$ cat src/hw/rtl/wrtc_pkg.sv
// Shared constants, types and functions for the weather report token classifier.
package wrtc_pkg;

	localparam int unsigned NUM_PAT    = 16;
	localparam int unsigned MAX_LEN    = 5;
	localparam int unsigned HIST_DEPTH = MAX_LEN - 1;
	localparam int unsigned MARK_W     = 9;

	localparam logic [7:0] CHAR_Z = 8'h5A;

	// mark bit positions
	localparam int unsigned MARK_TS     = 0;
	localparam int unsigned MARK_SN     = 1;
	localparam int unsigned MARK_SH     = 2;
	localparam int unsigned MARK_RA     = 3;
	localparam int unsigned MARK_DZ     = 4;
	localparam int unsigned MARK_FOG    = 5;
	localparam int unsigned MARK_CLOUDY = 6;
	localparam int unsigned MARK_SCT    = 7;
	localparam int unsigned MARK_CLEAR  = 8;

	typedef logic [NUM_PAT-1:0] pat_vec_t;
	typedef logic [MARK_W-1:0]  mark_vec_t;

	typedef enum logic [3:0] {
		COND_CLEAR   = 4'd0,
		COND_PARTLY  = 4'd1,
		COND_CLOUDY  = 4'd2,
		COND_FOG     = 4'd3,
		COND_DRIZZLE = 4'd4,
		COND_RAIN    = 4'd5,
		COND_SHOWERS = 4'd6,
		COND_SNOW    = 4'd7,
		COND_THUNDER = 4'd8
	} cond_t;

	typedef struct packed {
		logic shift;
		logic clear;
	} cell_ctrl_t;

	// Pattern text, newest character first: [p][0] is the final character,
	// [p][k] the one k bytes earlier. Unused slots are zero.
	localparam logic [7:0] PAT_CHR [NUM_PAT][MAX_LEN] = '{
		'{"S", "T", 8'h00, 8'h00, 8'h00},  // TS
		'{"N", "S", 8'h00, 8'h00, 8'h00},  // SN
		'{"H", "S", 8'h00, 8'h00, 8'h00},  // SH
		'{"A", "R", 8'h00, 8'h00, 8'h00},  // RA
		'{"Z", "D", 8'h00, 8'h00, 8'h00},  // DZ
		'{"G", "F", " ",   8'h00, 8'h00},  // " FG"
		'{"G", "F", "C",   "B",   8'h00},  // BCFG
		'{"R", "B", " ",   8'h00, 8'h00},  // " BR"
		'{"C", "V", "O",   8'h00, 8'h00},  // OVC
		'{"N", "K", "B",   8'h00, 8'h00},  // BKN
		'{"T", "C", "S",   8'h00, 8'h00},  // SCT
		'{"K", "O", "V",   "A",   "C"  },  // CAVOK
		'{"R", "L", "C",   8'h00, 8'h00},  // CLR
		'{"C", "K", "S",   8'h00, 8'h00},  // SKC
		'{"C", "S", "N",   8'h00, 8'h00},  // NSC
		'{"W", "E", "F",   8'h00, 8'h00}   // FEW
	};

	localparam logic [2:0] PAT_LEN [NUM_PAT] = '{
		3'd2, 3'd2, 3'd2, 3'd2, 3'd2, 3'd3, 3'd4, 3'd3,
		3'd3, 3'd3, 3'd3, 3'd5, 3'd3, 3'd3, 3'd3, 3'd3
	};

	localparam logic [3:0] PAT_MARK [NUM_PAT] = '{
		4'(MARK_TS), 4'(MARK_SN), 4'(MARK_SH), 4'(MARK_RA),
		4'(MARK_DZ), 4'(MARK_FOG), 4'(MARK_FOG), 4'(MARK_FOG),
		4'(MARK_CLOUDY), 4'(MARK_CLOUDY), 4'(MARK_SCT), 4'(MARK_CLEAR),
		4'(MARK_CLEAR), 4'(MARK_CLEAR), 4'(MARK_CLEAR), 4'(MARK_CLEAR)
	};

	// Priority: thunder down to clear; partly when nothing was seen.
	function automatic cond_t encode_marks(input mark_vec_t m);
		cond_t c;
		if (m[MARK_TS])          c = COND_THUNDER;
		else if (m[MARK_SN])     c = COND_SNOW;
		else if (m[MARK_SH])     c = COND_SHOWERS;
		else if (m[MARK_RA])     c = COND_RAIN;
		else if (m[MARK_DZ])     c = COND_DRIZZLE;
		else if (m[MARK_FOG])    c = COND_FOG;
		else if (m[MARK_CLOUDY]) c = COND_CLOUDY;
		else if (m[MARK_SCT])    c = COND_PARTLY;
		else if (m[MARK_CLEAR])  c = COND_CLEAR;
		else                     c = COND_PARTLY;
		return c;
	endfunction

endpackage

$ cat src/hw/rtl/wrtc_in_if.sv
// Input channel: one report byte per word, with a last-byte mark.
interface wrtc_in_if;
	logic       valid;
	logic       ready;
	logic [7:0] report_byte;
	logic       last_byte;

	modport source (output valid, output report_byte, output last_byte, input ready);
	modport sink   (input valid, input report_byte, input last_byte, output ready);
endinterface

$ cat src/hw/rtl/wrtc_out_if.sv
// Output channel: one condition code per word.
interface wrtc_out_if;
	logic       valid;
	logic       ready;
	logic [3:0] condition;

	modport source (output valid, output condition, input ready);
	modport sink   (input valid, input condition, output ready);
endinterface

$ cat src/hw/rtl/wrtc_cell.sv
// History cell: holds one past byte, shifts it on, and qualifies pattern hits.
module wrtc_cell #(
	parameter int unsigned OFFSET = 1
) (
	input  logic               clk,
	input  logic               arst_n,
	input  wrtc_pkg::cell_ctrl_t ctrl,
	input  logic [7:0]         byte_in,
	input  wrtc_pkg::pat_vec_t hit_in,
	output logic [7:0]         byte_out,
	output wrtc_pkg::pat_vec_t hit_out
);

	logic [7:0] byte_q;

	always_ff @(posedge clk or negedge arst_n) begin
		if (!arst_n) begin
			byte_q <= 8'h00;
		end else if (ctrl.clear) begin
			byte_q <= 8'h00;
		end else if (ctrl.shift) begin
			byte_q <= byte_in;
		end
	end

	// A pattern no longer than this offset does not look at this cell.
	always_comb begin
		for (int p = 0; p < wrtc_pkg::NUM_PAT; p++) begin
			hit_out[p] = hit_in[p] &
				((3'(OFFSET) >= wrtc_pkg::PAT_LEN[p]) ||
				 (byte_q == wrtc_pkg::PAT_CHR[p][OFFSET]));
		end
	end

	assign byte_out = byte_q;

endmodule

$ cat src/hw/rtl/weather_report_token_classifier.sv
// Top level of the weather report token classifier.
//
// Usage:
//   rpt carries report text, one byte per word; last_byte marks the final
//   byte of a report. cnd carries one condition code per report
//   (0 clear .. 8 thunder), sent after the final byte is taken.
//   Text up to and including the first 'Z' (time group) is ignored; with
//   no 'Z' the whole report is searched.
//   Throughput: one byte per cycle, reports back to back, if cnd drains.
//   The code is on cnd in the cycle after the final byte is taken.
//   The search runs through four history cells, one byte each, compared
//   combinationally; first 'Z' and last byte clear them, others shift.
//   Stall: a single output register holds the code; rpt.ready stays high
//   while that register is empty or being drained, so the block stops
//   taking bytes only when a code is waiting and cnd.ready is low.
//   Reset: arst_n clears history, marks, time group flag and the output
//   valid flag; the block is ready once reset is released.
//   After each final byte history, marks and flag return to that state.
module weather_report_token_classifier (
	input  logic        clk,
	input  logic        arst_n,
	wrtc_in_if.sink     rpt,
	wrtc_out_if.source  cnd
);

	localparam int unsigned DEPTH = wrtc_pkg::HIST_DEPTH;

	logic                  acc;
	logic                  first_z;
	logic                  tg_q;
	wrtc_pkg::mark_vec_t   marks_q;
	wrtc_pkg::mark_vec_t   marks_set;
	wrtc_pkg::mark_vec_t   marks_next;
	wrtc_pkg::cell_ctrl_t  cell_ctrl;
	wrtc_pkg::pat_vec_t    hit_chain  [DEPTH+1];
	logic [7:0]            byte_chain [DEPTH+1];
	logic                  cvalid_q;
	wrtc_pkg::cond_t       cond_q;

	assign acc       = rpt.valid && rpt.ready;
	assign rpt.ready = !cvalid_q || cnd.ready;

	// first 'Z' ends the time group; later ones are plain text
	assign first_z = !tg_q && (rpt.report_byte == wrtc_pkg::CHAR_Z);

	// clear wins over shift inside each cell
	assign cell_ctrl.shift = acc && !first_z;
	assign cell_ctrl.clear = acc && (first_z || rpt.last_byte);

	// offset 0: current byte against each pattern's final character
	always_comb begin
		for (int p = 0; p < wrtc_pkg::NUM_PAT; p++) begin
			hit_chain[0][p] = (rpt.report_byte == wrtc_pkg::PAT_CHR[p][0]);
		end
	end
	assign byte_chain[0] = rpt.report_byte;

	for (genvar k = 1; k <= DEPTH; k++) begin : g_cell
		wrtc_cell #(
			.OFFSET (k)
		) u_cell (
			.clk      (clk),
			.arst_n   (arst_n),
			.ctrl     (cell_ctrl),
			.byte_in  (byte_chain[k-1]),
			.hit_in   (hit_chain[k-1]),
			.byte_out (byte_chain[k]),
			.hit_out  (hit_chain[k])
		);
	end

	// fold full-pattern matches onto their class marks
	always_comb begin
		marks_set = '0;
		for (int p = 0; p < wrtc_pkg::NUM_PAT; p++) begin
			if (hit_chain[DEPTH][p]) begin
				marks_set[wrtc_pkg::PAT_MARK[p]] = 1'b1;
			end
		end
		marks_next = first_z ? '0 : (marks_q | marks_set);
	end

	always_ff @(posedge clk or negedge arst_n) begin
		if (!arst_n) begin
			tg_q    <= 1'b0;
			marks_q <= '0;
		end else if (acc) begin
			if (rpt.last_byte) begin
				tg_q    <= 1'b0;
				marks_q <= '0;
			end else begin
				tg_q    <= tg_q | first_z;
				marks_q <= marks_next;
			end
		end
	end

	// output register
	always_ff @(posedge clk or negedge arst_n) begin
		if (!arst_n) begin
			cvalid_q <= 1'b0;
		end else if (acc && rpt.last_byte) begin
			cvalid_q <= 1'b1;
		end else if (cnd.ready) begin
			cvalid_q <= 1'b0;
		end
	end

	always_ff @(posedge clk) begin
		if (acc && rpt.last_byte) begin
			cond_q <= wrtc_pkg::encode_marks(marks_next);
		end
	end

	assign cnd.valid     = cvalid_q;
	assign cnd.condition = cond_q;

`ifndef ASSERT_OFF
	// end of report puts the search state back to reset
	a_last_clears: assert property (@(posedge clk) disable iff (!arst_n)
		acc && rpt.last_byte |=> !tg_q && (marks_q == '0))
		else $error("state not cleared after final byte");

	// first Z mid-report opens the search with no marks
	a_first_z: assert property (@(posedge clk) disable iff (!arst_n)
		acc && first_z && !rpt.last_byte |=> tg_q && (marks_q == '0))
		else $error("first Z did not restart the search");

	// every final byte yields a pending code
	a_code_out: assert property (@(posedge clk) disable iff (!arst_n)
		acc && rpt.last_byte |=> cnd.valid)
		else $error("no code after final byte");
`endif

endmodule
$ cat src/flat_wrapper.sv
// flat-port wrapper written by rule: the top's interface ports become plain ports
module weather_report_token_classifier_flat 
  (clk, arst_n, rpt_valid, rpt_report_byte, rpt_last_byte, rpt_ready, cnd_valid, cnd_condition, cnd_ready);
  wrtc_in_if rpt_i ();
  wrtc_out_if cnd_i ();
  input  logic clk;
  input  logic arst_n;
  input wire logic [$bits(rpt_i.valid)-1:0] rpt_valid;
  input wire logic [$bits(rpt_i.report_byte)-1:0] rpt_report_byte;
  input wire logic [$bits(rpt_i.last_byte)-1:0] rpt_last_byte;
  output wire logic [$bits(rpt_i.ready)-1:0] rpt_ready;
  output wire logic [$bits(cnd_i.valid)-1:0] cnd_valid;
  output wire logic [$bits(cnd_i.condition)-1:0] cnd_condition;
  input wire logic [$bits(cnd_i.ready)-1:0] cnd_ready;
  assign rpt_i.valid = rpt_valid;
  assign rpt_i.report_byte = rpt_report_byte;
  assign rpt_i.last_byte = rpt_last_byte;
  assign rpt_ready = rpt_i.ready;
  assign cnd_valid = cnd_i.valid;
  assign cnd_condition = cnd_i.condition;
  assign cnd_i.ready = cnd_ready;
  weather_report_token_classifier u_core (.clk(clk), .arst_n(arst_n), .rpt(rpt_i), .cnd(cnd_i));
endmodule
$ cat config.mk
export PLATFORM = sky130hd
export DESIGN_NAME = weather_report_token_classifier_flat
export DESIGN_NICKNAME = d
export VERILOG_FILES = /design/src/hw/rtl/wrtc_pkg.sv /design/src/hw/rtl/wrtc_in_if.sv /design/src/hw/rtl/wrtc_out_if.sv /design/src/hw/rtl/wrtc_cell.sv /design/src/hw/rtl/weather_report_token_classifier.sv /design/src/flat_wrapper.sv
export SDC_FILE = /design/constraint.sdc
export NUM_CORES = 1
export LEC_CHECK = 0
export BUFFER_PORTS_ARGS = -buffer_cell sky130_fd_sc_hd__buf_4
export CAP_MARGIN = 30
export CORE_AREA = 3 3 55 96
export CTS_BUF_LIST = sky130_fd_sc_hd__clkbuf_4 sky130_fd_sc_hd__clkbuf_8
export DETAILED_ROUTE_END_ITERATION = 10
export DIE_AREA = 0 0 58 99
export GPL_TIMING_DRIVEN = 0
export HOLD_SLACK_MARGIN = 0.1
export PLACE_DENSITY_LB_ADDON = 0.1
export SLEW_MARGIN = 20
export SYNTH_ARGS = -nofsm -noshare
export SYNTH_HDL_FRONTEND = slang
export SYNTH_SLANG_ARGS = --single-unit
$ cat constraint.sdc
create_clock -name clk -period 3.3 [get_ports clk]
set_clock_uncertainty 0.05 [all_clocks]
set_input_delay 0.165 -clock clk [delete_from_list [all_inputs] [get_ports clk]]
set_output_delay 0.165 -clock clk [all_outputs]
set_load 0.005 [all_outputs]
==> results.md <==
- Outcome: finished, final reports clean
- GP Congestion: roughly 0.89
- Crit path DAT: around 2.7 ns
- CP max FO: 3
- Top Usage Layer GRT: met2
- Non-filler cells, final: about 300
- #FFs+latches synth: 47
- Final Critical Period: around 2.7 ns
- R2r startpoint: u_core.g_cell[3].u_cell.byte_out[3]$_DFFE_PN0P_
- Final #Nets: 253
- Clock slew at reported path FFs: about 0.08 ns
- Number of synthesis warnings: 0
- Post-synth top area share: between 40% and 50%
- Top FF cell, synth: dfrtp_1
- TritonCTS Buffers: 5
- Max-slew violation count: 0
- Post-route worst setup slack: slightly above 0.6 ns
- DPL Wire Length: 4440 um
- Pre-antenna DRT Iters: 4
- Area taken by multi-input logic gates: 0.00104 sq mm
- Data required, critical path: roughly 3.3 ns
- Cell variety after synth: between 40 and 50
- Post-Syn Area: about 0.0023 sq mm
- Bufs on Longest Clock Path: 2
- Fin util: about 58%
- Cells after Synth: about 200
- Fillers: around 400
- VDD IR max: 0.352 mV
- Met1 usage: about a quarter
- Ant. Diodes: 0
- Die Span Y: 99 um
- Register area: 0.00120 sq mm
- Post-route ant nets: 0
- Startpoint types: flip-flop
- Die width: 58 um
- Placed Cells: 276
- Final period util: a little over 80%
- Largest net degree at the start of global routing: 44
- Final setup vio count: 0
- Fmax achieved: ~370 MHz
- WS Path Type: flip-flop to flip-flop
- Via density: around 6.3
- CP startpoint: u_core.g_cell[3].u_cell.byte_out[3]$_DFFE_PN0P_
- Fraction of layout cells with a size suffix above 1: 14.9%
- # rows: 33
- Syn_nets: 219
- Unrepaired setup endpoints after global routing: no
- Syn_area_per_cell: roughly 11 sq um
- Top-Level Pins: 19
- Starting Density: 49.2%
- Root Driver: clkbuf_8
- Power density over the cells: between 400 and 500 mW/mm^2
- Setup repair bufs after CTS: 0
- CTS sink count: 47
- PortBufs: 18
- Via count of the first global-routing pass: approximately 2000
- Overflow after GRT: 0
- 1st-iter DRT viols: a little under 60
- Leakage power: about 0.0011 uW
- Crit path capture type: flip-flop
- Yosys top cell by area: dfrtp_1
- Final Hold Fails: 0
- Ys async rst share: about 91%
- Sequential fraction of the synthesis area: a little over half
- Min-delay worst type: input pin to flip-flop
- Average wire per standard cell: between 20 and 25 um
- Worst setup endpoint: u_core.cnd.condition[0]$_SDFFCE_PP0P_
- Post-synth EDFFs: 4
- Worst-skew pair later-pin latency: roughly 0.3 ns
- GRT Resource Usage Total: between 20% and 30%
- Core box area: 0.00462 sq mm
- FF-to-FF path depth: 7
- Worst Tran Pin Value: roughly 0.67 ns
- Die Area: roughly 0.0057 sq mm
- Reg2reg setup slack: just over 0.6 ns
- Max Cap Violations: 0
- Setup TNS: 0 ns
- Detailed-route DRC error count: 0
- Post-Place Worst Slack: between 0.6 and 0.7 ns
- Synth area leaders: dfrtp_1 (47%), a22o_1 (11%), edfxtp_1 (5.3%)
- Met2 Resource Use GR: between 40% and 50%
- First-pass GRT wire length: slightly below 10000 um
- Vias: about 1900
- R2r endpoint: u_core.cnd.condition[0]$_SDFFCE_PP0P_
- Synth-to-layout area growth: 17.9%
- H-Tree Depth: 2
- Hold_ws: about 0.20 ns
- Normalized max-slew margin: 55.1%
- CTS tree: yes
- Met3 usage: under 10%
- Initial antenna violation count: 0
- Wirelength, routed: roughly 6000 um
## worst max-delay path: stages (launching register included)
cell      delay (ns)
dfrtp_1         0.43
or4_4           0.57
nor4_2          0.31
nand3_1         0.14
a211oi_2        0.28
o21a_1          0.15
o211ai_1        0.14
a311o_1         0.39
## kinds of logic (layout without fill, tap and decap cells)
| group | count (synthesis) | after routing | share of synthesized area (%) |
|---|---|---|---|
| simple gates | 82 | 82 | 23.7 |
| compound gates | 66 | 66 | 21.9 |
| flops | 47 | 47 | 52.6 |
| buf+inv | 11 | 46 | 1.87 |
## Yosys cell counts, drive strengths merged, types with 3 or more instances
cell / instances
dfrtp: 43
and2: 4
a31oi: 8
and4: 3
nand2: 16
nand3: 5
o21ai: 12
nor2: 10
a21oi: 5
clkbuf: 8
nor4: 4
nor4b: 5
nor3: 7
a22o: 30
or4b: 4
nand2b: 5
edfxtp: 4
## through the flow
| step | instance area [sq um] | total power, uW |
|---|---|---|
| 2_1_floorplan | 2270 | 735 |
| 3_3_place_gp | 2470 | 799 |
| 3_5_place_dp | 2470 | 804 |
| 4_1_cts | 2680 | 1240 |
| 5_1_grt | 2680 | 1280 |
| 6_report | 2680 | 1230 |
## cells in the final DEF, fill, tap and decap left out, types with 3 or more instances in the layout
cell type	instances
a21oi_1	5
a22o_1	28
a31oi_1	8
and2_1	4
and4_1	3
buf_4	18
clkbuf_1	8
clkbuf_8	6
dfrtp_1	43
dlygate4sd3_1	9
edfxtp_1	4
nand2_1	16
nand2b_1	5
nand3_1	5
nor2_1	10
nor3_1	7
nor4b_1	3
o21ai_0	11
or4b_1	4
## sequential cells by signal, summed over array words and instances (netlist names)
signal and flops:
u_core.cnd.condition 4, u_core.cnd.valid 1, u_core.g_cell.u_cell.byte_out 32, u_core.marks_q 9, u_core.tg_q 1
## routing by layer
layer / wire (um) / share of wire [%]
met4: 289 / 4.9
met3: 173 / 2.9
met1: 2170 / 36
met2: 3320 / 56
met5: 0 / 0
## worst min-delay path by stage
| stage | startpoint | endpoint | slack [ns] | depth (start not counted) |
|---|---|---|---|---|
| floorplan | arst_n | u_core.cnd.valid$_DFFE_PN0P_ | -0.18 | 0 |
| global placement | arst_n | u_core.g_cell[2].u_cell.byte_out[2]$_DFFE_PN0P_ | 0.13 | 1 |
| detailed placement | arst_n | u_core.g_cell[2].u_cell.byte_out[0]$_DFFE_PN0P_ | 0.14 | 1 |
| CTS | cnd_ready | u_core.marks_q[1]$_DFFE_PN0P_ | 0.19 | 3 |
| global route | cnd_ready | u_core.marks_q[1]$_DFFE_PN0P_ | 0.22 | 3 |
| finish | cnd_ready | u_core.marks_q[1]$_DFFE_PN0P_ | 0.20 | 3 |
## report_power, final
group          total, uW  internal (uW)  switching [uW]  leakage, uW
sequential           656            614            42.3     0.000621
clock                430            245             185    0.0000612
combinational        145           66.5            78.8     0.000453
## timing repair
action	4_1_cts	5_1_grt
endpoints found under the hold margin	52	0
resized for setup	0	0
hold buffers	9	0
## final cells by class
type                            count  area share, %
Clock buffer                        6           3.08
Tap cell                           52           2.43
Timing Repair Buffer               27           8.40
Sequential cell                    47           44.6
Multi-Input combinational cell    148           38.6
Buffer                              9           1.31
Inverter                            2          0.280
Clock inverter                      2           1.31
No activity file was read; power rests on OpenSTA's default activity.
